**src/rtl/range_max_xor_query_defines.svh**
```systemverilog
// Assertion macros of the range maximum-XOR query block, used by its back end.
`ifndef RANGE_MAX_XOR_QUERY_DEFINES_SVH
`define RANGE_MAX_XOR_QUERY_DEFINES_SVH

// Same-cycle implication, checked outside reset.
`define RMX_ASSERT_NOW(label, clk, rst_n, ante, cons, msg) \
    label: assert property (@(posedge clk) disable iff (!rst_n) (ante) |-> (cons)) \
        else $error(msg);

// Next-cycle implication, checked outside reset.
`define RMX_ASSERT_NEXT(label, clk, rst_n, ante, cons, msg) \
    label: assert property (@(posedge clk) disable iff (!rst_n) (ante) |=> (cons)) \
        else $error(msg);

`endif

```
**src/rtl/rmx_pkg.sv**
```systemverilog
// Types and constants of the range maximum-XOR query block.
package rmx_pkg;
    localparam int MAX_ITEMS = 65536;
    localparam int TOP_BIT   = 30;
    localparam int VAL_W     = TOP_BIT + 1;
    localparam int ADDR_W    = $clog2(MAX_ITEMS);
    localparam int CNT_W     = ADDR_W + 1;
    localparam int POS_W     = 17;

    typedef enum logic [1:0] {
        CMD_CLEAR  = 2'd0,
        CMD_APPEND = 2'd1,
        CMD_QUERY  = 2'd2
    } t_cmd;

    typedef enum logic [1:0] {
        OP_WRITE,
        OP_QUERY,
        OP_ERROR
    } t_op_kind;

    typedef struct packed {
        t_cmd              cmd;
        logic [VAL_W-1:0]  value;
        logic [POS_W-1:0]  left_pos;
        logic [POS_W-1:0]  right_pos;
        logic [VAL_W-1:0]  key;
    } t_in_item;

    typedef struct packed {
        logic [VAL_W-1:0] best_xor;
        logic             range_error;
    } t_out_item;

    // One unit of work handed from the front to the back.
    typedef struct packed {
        t_op_kind          kind;
        logic [ADDR_W-1:0] addr;
        logic [ADDR_W-1:0] last;
        logic [VAL_W-1:0]  data;
    } t_op;
endpackage

```
**src/rtl/rmx_front.sv**
```systemverilog
// Front end: accepts items, tracks the count, checks ranges, issues work.
module rmx_front
    import rmx_pkg::*;
(
    input  logic     i_clk,
    input  logic     i_rst_n,
    input  logic     i_push,
    input  t_in_item i_item,
    output logic     o_full,
    output logic     o_op_wr,
    output t_op      o_op,
    input  logic     i_op_full
);
    logic [CNT_W-1:0] r_count;
    logic [CNT_W-1:0] n_count;
    logic             accept;
    logic             bad_range;

    assign o_full = i_op_full;
    assign accept = i_push && !i_op_full;

    assign bad_range = (i_item.left_pos == '0) || (i_item.left_pos > i_item.right_pos)
                     || (CNT_W'(i_item.right_pos) > r_count);

    always_comb begin
        n_count      = r_count;
        o_op_wr      = 1'b0;
        o_op.kind    = OP_WRITE;
        o_op.addr    = r_count[ADDR_W-1:0];
        o_op.last    = '0;
        o_op.data    = i_item.value;
        unique case (i_item.cmd)
            CMD_CLEAR: begin
                n_count = '0;
            end
            CMD_APPEND: begin
                if (r_count < CNT_W'(MAX_ITEMS)) begin
                    o_op_wr = 1'b1;
                    n_count = r_count + 1'b1;
                end
            end
            CMD_QUERY: begin
                o_op_wr   = 1'b1;
                o_op.kind = bad_range ? OP_ERROR : OP_QUERY;
                o_op.addr = ADDR_W'(i_item.left_pos - 1'b1);
                o_op.last = ADDR_W'(i_item.right_pos - 1'b1);
                o_op.data = i_item.key;
            end
            default: begin
            end
        endcase
        if (!accept) begin
            o_op_wr = 1'b0;
            n_count = r_count;
        end
    end

    always_ff @(posedge i_clk) begin
        if (!i_rst_n) begin
            r_count <= '0;
        end else begin
            r_count <= n_count;
        end
    end
endmodule

```
**config.mk**
```make
export PLATFORM = sky130hd
export DESIGN_NAME = rmx_front
export DESIGN_NICKNAME = d
export VERILOG_FILES = /design/src/rtl/range_max_xor_query_defines.svh /design/src/rtl/rmx_pkg.sv /design/src/rtl/rmx_front.sv
export SDC_FILE = /design/constraint.sdc
export NUM_CORES = 1
export LEC_CHECK = 0
export ABC_CLOCK_PERIOD_IN_PS = 3400
export CAP_MARGIN = 20
export CORE_MARGIN = 5
export CORE_UTILIZATION = 60
export DETAILED_ROUTE_END_ITERATION = 10
export DONT_BUFFER_PORTS = 1
export PLACE_DENSITY = 0.76
export SKIP_LAST_GASP = 1
export SLEW_MARGIN = 15
export SYNTH_ARGS = -nofsm -noshare
export SYNTH_HDL_FRONTEND = slang
export SYNTH_SLANG_ARGS = --single-unit
```
**constraint.sdc**
```tcl
create_clock -name i_clk -period 3.4 [get_ports i_clk]
set_input_delay 0.68 -clock i_clk [delete_from_list [all_inputs] [get_ports i_clk]]
set_output_delay 0.68 -clock i_clk [all_outputs]
set_load 0.05 [all_outputs]
```
==> metrics <==
worst-margin pin slew 0.5881 ns; Placed Cells incl. Taps 463; Yosys reg bits 17; Final Max Slew Viols 0; I/O pin total 169; final hold violation count 0; CP endpoint kind primary output; Leakage 1.343 nW; Worst setup SP type input port; Combinational Power Share 54.6%; Seq pwr share 25.9%; power consumption 771.5 uW; CP peak stage delay 0.41 ns; clk sink count 17; Crit Path Max Fanout 4; pwr/cell area 234.4 nW/um^2; Remaining Overflow, GRT 0; Post-DP HPWL 7536 um; ant diodes 0; Post-synth top flop dfxtp_1; Data required, critical path 2.72 ns; vias in the first global route 2789; most frequent cells in the layout nor2_1 (48), inv_1 (41), buf_4 (40); clock network fraction of total power 19.5%; Clk Latency, worst-skew pair 0.25 ns; run status complete, no violations; Syn Area/Cell 7.441 sq um; initial core utilization 60.92%; register with the most flip-flops r_count; clk buf depth 2; post-route insts no fill 468; biggest regs r_count x17; DRT Pass-1 Iters 6; synth warn 0; antenna violations before repair 0; fmax 298.7 MHz; sw frac 46.98%; Post-Syn Area 2820 sq um; H-tree Lvls 1; first-pass GRT wire length 13360 um; fraction of registers with async set/reset 0%; commonest non-fill, non-tap cell in the layout nor2_1; slowest CP cell a221o_1; fin crit share 98.45%; die height 78.56 um; Avg WL per Cell 18.97 um; gpl congestion 0.9289; P_sw 362.5 uW; CP arrival 2.67 ns; # rows 25; synth unique cells 50; peak supply drop 0.0002332 V; DRT Wirelength 8879 um; cells after synthesis 379; Rel. slew slack 60.43%; P_int 409.1 uW; Setup-failing EPs final 0; TritonCTS clock tree built; routed vias 2920; Syn-to-layout area delta 16.73%; drt first-iter violations 219; GRT Total Usage 26.24%; CTS buffer count 3; DRT antenna net count 0; core box area 4629 sq um; detailed-route DRC error count 0; Syn Nets 521; MaxCap Viol Count 0; number of buffers inserted by port buffering 0; share of cells above drive strength 1 22.71%; Clock transition at path regs 0.06 ns; Vias/cell 6.239; WS Path Type in2out; hold-fix buffers at CTS 0; min Tclk post-route 3.347 ns; worst-path cell chain inv_1, ha_1, and2_1, a221o_1, a221oi_1, a22oi_1, a221o_1, buf_12; chip width 78.56 um; most numerous cell on the critical path a221o_1; Post-synth EDFFs 0; family with the most delay on the worst path compound AO/OA/AOI/OAI gates; Die Area 6172 sq um; sequential area share after synthesis 12.07%; # nets final 557; root buf cell clkbuf_8; min-delay worst type reg2reg; Worst Skew 0.001377 ns; setup TNS 0 ns; max reg flops 17; Buf+Inv Stages, Crit Path 2; largest net degree at the start of global routing 24
[cells in the mapped netlist (3+ instances only)]
cell | n | area, sq um
a21oi_1 | 34 | 170.2
a221o_1 | 3 | 30.03
and2_1 | 6 | 37.54
and4_1 | 5 | 43.79
buf_1 | 3 | 11.26
clkbuf_1 | 7 | 26.28
dfxtp_1 | 17 | 340.3
ha_1 | 40 | 500.5
inv_1 | 41 | 153.9
mux2_2 | 31 | 349.1
nand2_1 | 19 | 71.32
nand3_1 | 11 | 55.05
nand4_1 | 12 | 75.07
nor2_1 | 48 | 180.2
nor2b_1 | 3 | 18.77
nor3_1 | 7 | 35.03
nor4_1 | 7 | 43.79
o21ai_0 | 7 | 35.03
or3_1 | 5 | 31.28
or4_1 | 6 | 45.04
xnor2_1 | 31 | 271.5
xor2_1 | 4 | 35.03
[what timing repair did]
action                     4_1_cts  5_1_grt
pin swaps                        1        4
hold endpoints to repair         0        0
resized for setup                0       13
setup buffers                    0        1
setup endpoints to repair        1        2
[per-layer routing]
layer  track usage [%]  part of all wire, %  up-vias  routed length (um)
met4             7.517                  1.4        0                 123
met2             43.72                   48      145                4287
met5                 0                    0        -                   0
met1             33.06                   40     1338                3556
met3             6.881                   10       15                 913
li1                  -                    -     1422                   -
[worst register-to-register path, stage by stage (launching register included)]
cell and delay, ns:
dfxtp_1 0.31, and2b_1 0.27, o2111ai_1 0.24, or4_1 0.62, or3_1 0.38, a21oi_1 0.13
[stage by stage]
step	cell area [sq um]	hold slack, ns	worst slack, ns	util (%)
floorplan	2839	0.4643	0.04041	-
global placement	3197	0.4851	0.01638	69.05
detailed placement	3197	0.5074	0.001640	69.05
CTS	3242	0.5166	0.02426	70.03
global route	3292	0.5408	-0.06526	71.11
finish	3292	0.4993	0.05269	71.11
[power groups by stage]
stage               Clock, mW  Combinational, mW  Sequential (mW)
floorplan                   0              0.341            0.204
global placement            0              0.408            0.205
detailed placement          0              0.415            0.205
CTS                     0.153              0.416            0.200
global route            0.163              0.446            0.200
finish                  0.150              0.421            0.200
[path summary, 6_finish.rpt]
check	startpoint	to	slack, ns	cells after the start
min reg2reg	r_count[15]	r_count[15]	0.50	2
max	i_item[43]	o_op[64]	0.05	8
max reg2reg	r_count[16]	r_count[15]	1.36	5
min	r_count[15]	r_count[15]	0.50	2
[kinds of logic (layout without fill, tap and decap cells)]
group	after synthesis	after routing	share of synthesized area, %
buf+inv	53	88	7.187
flops	17	17	12.07
xor+xnor	35	35	10.87
simple gates	140	140	25.82
compound gates	63	63	13.93
fa+ha+maj	40	40	17.75
mux	31	31	12.38
[area by class of cell]
| cell class | instances | area, sq um |
|---|---|---|
| clock buffer | 4 | 45.04 |
| tap | 54 | 67.56 |
| sequential | 17 | 350.3 |
| timing repair buffer | 42 | 345.3 |
| inverter | 42 | 157.7 |
| multi-input combinational | 309 | 2326 |
| fill | 387 | 1338 |
(Power assumes the default switching activity.)
