**src/rtl/range_max_xor_query_defines.svh**
```systemverilog
// Assertion macros of the range maximum-XOR query block, used by its back end.
`ifndef RANGE_MAX_XOR_QUERY_DEFINES_SVH
`define RANGE_MAX_XOR_QUERY_DEFINES_SVH

// Same-cycle implication, checked outside reset.
`define RMX_ASSERT_NOW(label, clk, rst_n, ante, cons, msg) \
    label: assert property (@(posedge clk) disable iff (!rst_n) (ante) |-> (cons)) \
        else $error(msg);

// Next-cycle implication, checked outside reset.
`define RMX_ASSERT_NEXT(label, clk, rst_n, ante, cons, msg) \
    label: assert property (@(posedge clk) disable iff (!rst_n) (ante) |=> (cons)) \
        else $error(msg);

`endif

```
**src/rtl/rmx_pkg.sv**
```systemverilog
// Types and constants of the range maximum-XOR query block.
package rmx_pkg;
    localparam int MAX_ITEMS = 65536;
    localparam int TOP_BIT   = 30;
    localparam int VAL_W     = TOP_BIT + 1;
    localparam int ADDR_W    = $clog2(MAX_ITEMS);
    localparam int CNT_W     = ADDR_W + 1;
    localparam int POS_W     = 17;

    typedef enum logic [1:0] {
        CMD_CLEAR  = 2'd0,
        CMD_APPEND = 2'd1,
        CMD_QUERY  = 2'd2
    } t_cmd;

    typedef enum logic [1:0] {
        OP_WRITE,
        OP_QUERY,
        OP_ERROR
    } t_op_kind;

    typedef struct packed {
        t_cmd              cmd;
        logic [VAL_W-1:0]  value;
        logic [POS_W-1:0]  left_pos;
        logic [POS_W-1:0]  right_pos;
        logic [VAL_W-1:0]  key;
    } t_in_item;

    typedef struct packed {
        logic [VAL_W-1:0] best_xor;
        logic             range_error;
    } t_out_item;

    // One unit of work handed from the front to the back.
    typedef struct packed {
        t_op_kind          kind;
        logic [ADDR_W-1:0] addr;
        logic [ADDR_W-1:0] last;
        logic [VAL_W-1:0]  data;
    } t_op;
endpackage

```
**src/rtl/rmx_fifo.sv**
```systemverilog
// Two-entry queue of work items between the front and the back.
module rmx_fifo
    import rmx_pkg::*;
(
    input  logic i_clk,
    input  logic i_rst_n,
    input  logic i_wr,
    input  t_op  i_wr_op,
    output logic o_full,
    input  logic i_rd,
    output t_op  o_rd_op,
    output logic o_empty
);
    t_op        r_mem [2];
    logic       r_wp;
    logic       r_rp;
    logic [1:0] r_cnt;

    assign o_full  = (r_cnt == 2'd2);
    assign o_empty = (r_cnt == 2'd0);
    assign o_rd_op = r_mem[r_rp];

    always_ff @(posedge i_clk) begin
        if (i_wr && !o_full) begin
            r_mem[r_wp] <= i_wr_op;
        end
        if (!i_rst_n) begin
            r_wp  <= 1'b0;
            r_rp  <= 1'b0;
            r_cnt <= 2'd0;
        end else begin
            if (i_wr && !o_full) begin
                r_wp <= ~r_wp;
            end
            if (i_rd && !o_empty) begin
                r_rp <= ~r_rp;
            end
            r_cnt <= r_cnt + 2'(i_wr && !o_full) - 2'(i_rd && !o_empty);
        end
    end
endmodule

```
**config.mk**
```make
export PLATFORM = sky130hd
export DESIGN_NAME = rmx_fifo
export DESIGN_NICKNAME = d
export VERILOG_FILES = /design/src/rtl/range_max_xor_query_defines.svh /design/src/rtl/rmx_pkg.sv /design/src/rtl/rmx_fifo.sv
export SDC_FILE = /design/constraint.sdc
export NUM_CORES = 1
export LEC_CHECK = 0
export BUFFER_PORTS_ARGS = -buffer_cell sky130_fd_sc_hd__buf_2
export CORE_ASPECT_RATIO = 0.75
export CORE_MARGIN = 2
export CORE_UTILIZATION = 40
export DETAILED_ROUTE_END_ITERATION = 6
export GPL_ROUTABILITY_DRIVEN = 0
export PLACE_DENSITY = 0.63
export SYNTH_ARGS = -nofsm -noshare
export SYNTH_HDL_FRONTEND = slang
export SYNTH_SLANG_ARGS = --single-unit
```
**constraint.sdc**
```tcl
create_clock -name i_clk -period 7.85 [get_ports i_clk]
set_input_delay 0.3925 -clock i_clk [delete_from_list [all_inputs] [get_ports i_clk]]
set_output_delay 0.3925 -clock i_clk [all_outputs]
set_load 0.01 [all_outputs]
```
==> reports/qor_table.md <==
| Step | Parameter | Reported |
|:---|:---|:---|
| run status | Run status | finished clean |
| min path | Worst-case hold path end point | r_mem[0][11]$_DFFE_PP_ |
| sta | Pins Over Slew Limit | 0 |
| die | Die H | 102 um |
| routing | Number of detailed-routing iterations run before antenna repair | 4 |
| power and ir drop | Proportion of power drawn by combinational gates | 0.218 |
| flow run | Maximum capacitance violations | 0 |
| final layout | Diodes inserted | 0 |
| final layout | Nets@finish | 448 |
| worst setup path | Reg2reg path depth | 4 |
| clock network | CTS H-tree lvls | 4 |
| min path | Launch point of the worst hold path | i_wr_op[11] |
| synthesis | Top-area cell type share of the netlist area | 0.761 |
| power and ir drop | P per Cell Area | 338 nW/um^2 |
| synthesis | Syn. warnings | 0 |
| sta | Hold Slack | 0.175 ns |
| die | Initial cell density of the core | 0.414 |
| sta | Worst relative slew slack | 0.406 |
| sta | Final Setup Violations | 0 |
| grt | GRT overflow | 0 |
| synthesis | Gate Count Post-Synth | 227 |
| synthesis | Netlist area before placement | 5130 um^2 |
| final layout | Util after Layout | 0.530 |
| routing | Detailed-route wire length per cell | 15.8 um |
| clock network | Number of buffers on the longest clock path | 2 |
| die | Die boundary width | 135 um |
| die | Area of the die | 13800 um^2 |
| power and ir drop | Switching fraction of total power | 0.253 |
| sta | Final total negative setup slack | 0 ns |
| clock network | Clock network latency to the later pin of the worst-skew pair | 0.40 ns |
| power and ir drop | Maximum vdd drop | 0.000214 V |
| clock network | Hold Buf Count CTS | 0 |
| place | Standard cell area after detailed placement | 5980 um^2 |
| worst setup path | Worst setup EP type | output port |
| synthesis | Count of distinct cell types in the synthesized netlist | 17 |
| die | Total core area | 12400 um^2 |
| min path | Worst hold path class | in -> reg |
| synthesis | Leading post-synthesis cells by instance count | edfxtp_1 (130), mux2_4 (50), mux2_2 (15), buf_6 (6), dfxtp_1 (5) |
| die | Number of rows created at floorplan | 35 |
| clock network | Post-cts gate resize count | 0 |
| worst setup path | Crit path launch type | flip-flop |
| sta | Hold Vio Cnt, Final | 0 |
| clock network | Clock tree from TritonCTS | yes |
| routing | Detailed-route wire length | 8810 um |
| grt | GRT Resource Usage Total | 0.131 |
| routing | Via-per-instance ratio | 4.56 |
| synthesis | Total of flip-flops plus latches after synthesis | 135 |
| grt | Global-route wire length before repair | 13200 um |
| sta | Post-route setup slack | 5.20 ns |
| grt | Largest net degree at the start of global routing | 66 |
| final layout | Final instance area | 6570 um^2 |
| power and ir drop | Relative contribution of sequential cells to total power | 0.433 |
| routing | Count of unresolved DRC violations after routing | 0 |
| grt | Number of global-route vias before repair | 2609 |
| routing | Via count of the routed design | 2534 |
| clock network | Clock transition at the registers of the reported paths | 0.06 ns |
| sta | Unrepaired setup endpoints after global routing | no |
| final layout | Share of cells above drive strength 1 | 0.597 |
| power and ir drop | Static power due to leakage | 2.57 nW |
| worst setup path | Maximum single-stage delay on the critical path | 0.69 ns |
| die | Number of top-level pins | 136 |
| worst setup path | Cell Chain, Critical Path | buf_4 > mux2_4 > buf_2 |
| worst setup path | Setup slack of the most critical reg-to-reg path | 5.93 ns |
| place | Placed cell count | 524 |
| sta | Setup Skew | 0.00524 ns |
| grt | Initial antenna violation count | 0 |
| power and ir drop | Internal Power | 1.66 mW |
| worst setup path | End of the worst register-to-register path | r_mem[0][21]$_DFFE_PP_ |
| synthesis | Post-synth EDFFs | 130 |
| sta | Minimum clock period after layout | 2.65 ns |
| sta | Highest clock frequency the design can meet | 0.378 GHz |
| worst setup path | Maximum fanout along the worst path | 34 |
| routing | DR iter-0 viols | 122 |
| synthesis | Share of synthesized registers carrying an async set or reset | 0 |
| synthesis | Ranking of synthesized cells by area | edfxtp_1 (76%), mux2_4 (15%), mux2_2 (3.3%), dfxtp_1 (2.0%), buf_6 (1.3%) |
| clock network | Library cell used as clock root buffer | clkbuf_16 |
| synthesis | Post-synthesis cell type with the largest combined area | edfxtp_1 |
| synthesis | Fraction of the yosys area taken by sequential cells | 0.780 |
| power and ir drop | Clock share of power | 0.350 |
| place | Number of port buffers | 135 |
| min path | Hold depth | 1 |
| worst setup path | Critical path class | reg -> out |
| worst setup path | CP arrival | 2.25 ns |
| final layout | Final instance count without filler cells | 556 |
| clock network | Number of CTS-inserted buffers | 17 |
| place | Pre-CTS setup slack | 5.60 ns |
| worst setup path | Worst-path cell with the longest stage delay | dfxtp_4 |
| final layout | Area growth syn-to-layout | 27.9% |
| clock network | Post-CTS setup buffer count | 0 |
| clock network | Clock sink count | 135 |
| sta | Tightest Pin Transition | 0.891 ns |
| worst setup path | Reg-to-Reg Start | r_cnt[0]$_SDFF_PN0_ |
| routing | Antenna viol nets, final | 0 |
| power and ir drop | Total design power | 2.22 mW |
| synthesis | Cell with the most instances after synthesis | edfxtp_1 |
| power and ir drop | Power dissipated by switching net loads | 561 uW |
| sta | Period utilisation layout | 0.337 |
| synthesis | Synthesized area per cell | 22.6 um^2 |
| worst setup path | Required time at the endpoint of the critical path | 7.46 ns |
| synthesis | Syn_nets | 298 |
| synthesis | Prevailing post-synth register cell | edfxtp_1 |
| place | Detailed-placement wirelength estimate | 5660 um |
[kinds of logic after synthesis]
group           Yosys count  synth area share
mux                      66             0.181
flops                   135             0.780
fa+ha+maj                 2           0.00488
xor+xnor                  3           0.00512
compound gates            1           0.00146
buf+inv                   9            0.0156
simple gates             11            0.0115
[sequential cells by signal (all words and copies together), names as in the netlist, named ones only]
register and flops:
r_mem 130, r_cnt 2, r_wp 1, r_rp 1
[routing by layer]
metal | part of all wire | track usage | vias up
li1 | - | - | 1193
met1 | 0.45 | 0.165 | 1230
met2 | 0.44 | 0.194 | 99
met3 | 0.094 | 0.0605 | 12
met4 | 0.012 | 0.0607 | 0
met5 | 0 | 0 | -
[how the worst max path moves through the flow]
stage,slack [ns],from,to,cells past startpoint
floorplan,4.06,r_cnt[0]$_SDFF_PN0_,r_mem[0][0]$_DFFE_PP_,3
CTS,5.16,flip-flop,o_rd_op[29],3
global placement,5.60,flip-flop,o_rd_op[61],3
finish,5.20,flip-flop,o_rd_op[14],3
detailed placement,5.60,flip-flop,o_rd_op[29],3
global route,5.10,flip-flop,o_rd_op[21],3
[worst max-delay path, delay by kind of cell, from the launching register on]
kind / cells / cell delay [ns]
buffers and inverters: 2 / 0.76
flip-flops: 1 / 0.69
multiplexers: 1 / 0.35
[power groups by stage]
| stage | sequential [mW] | combinational, mW | clock, mW |
|---|---|---|---|
| 5_1_grt | 0.971 | 0.523 | 0.822 |
| 4_1_cts | 0.963 | 0.493 | 0.791 |
| 6_report | 0.960 | 0.483 | 0.776 |
| 3_5_place_dp | 0.977 | 0.491 | 0 |
| 2_1_floorplan | 0.947 | 0.363 | 0 |
| 3_3_place_gp | 0.973 | 0.488 | 0 |
[area by class of cell]
cell class	count	area, um^2
clock buffers	18	429
fillers	1008	5830
inverters	2	7.51
clock inverters	14	159
flip-flops and latches	135	4010
repair buffers	138	698
well taps	166	208
multi-input cells	83	1060
[cell usage in the layout, fill, tap and decap left out, types with 3 or more instances in the layout]
master	synthesis	final
xnor2_1	3	3
clkinv_1	0	4
clkinvlp_4	0	3
clkinv_4	0	3
dfxtp_1	5	4
mux2_2	15	15
edfxtp_1	130	130
mux2_4	50	50
bufinv_16	0	3
clkbuf_16	0	17
buf_4	0	3
buf_2	1	135
(Power assumes the default switching activity.)
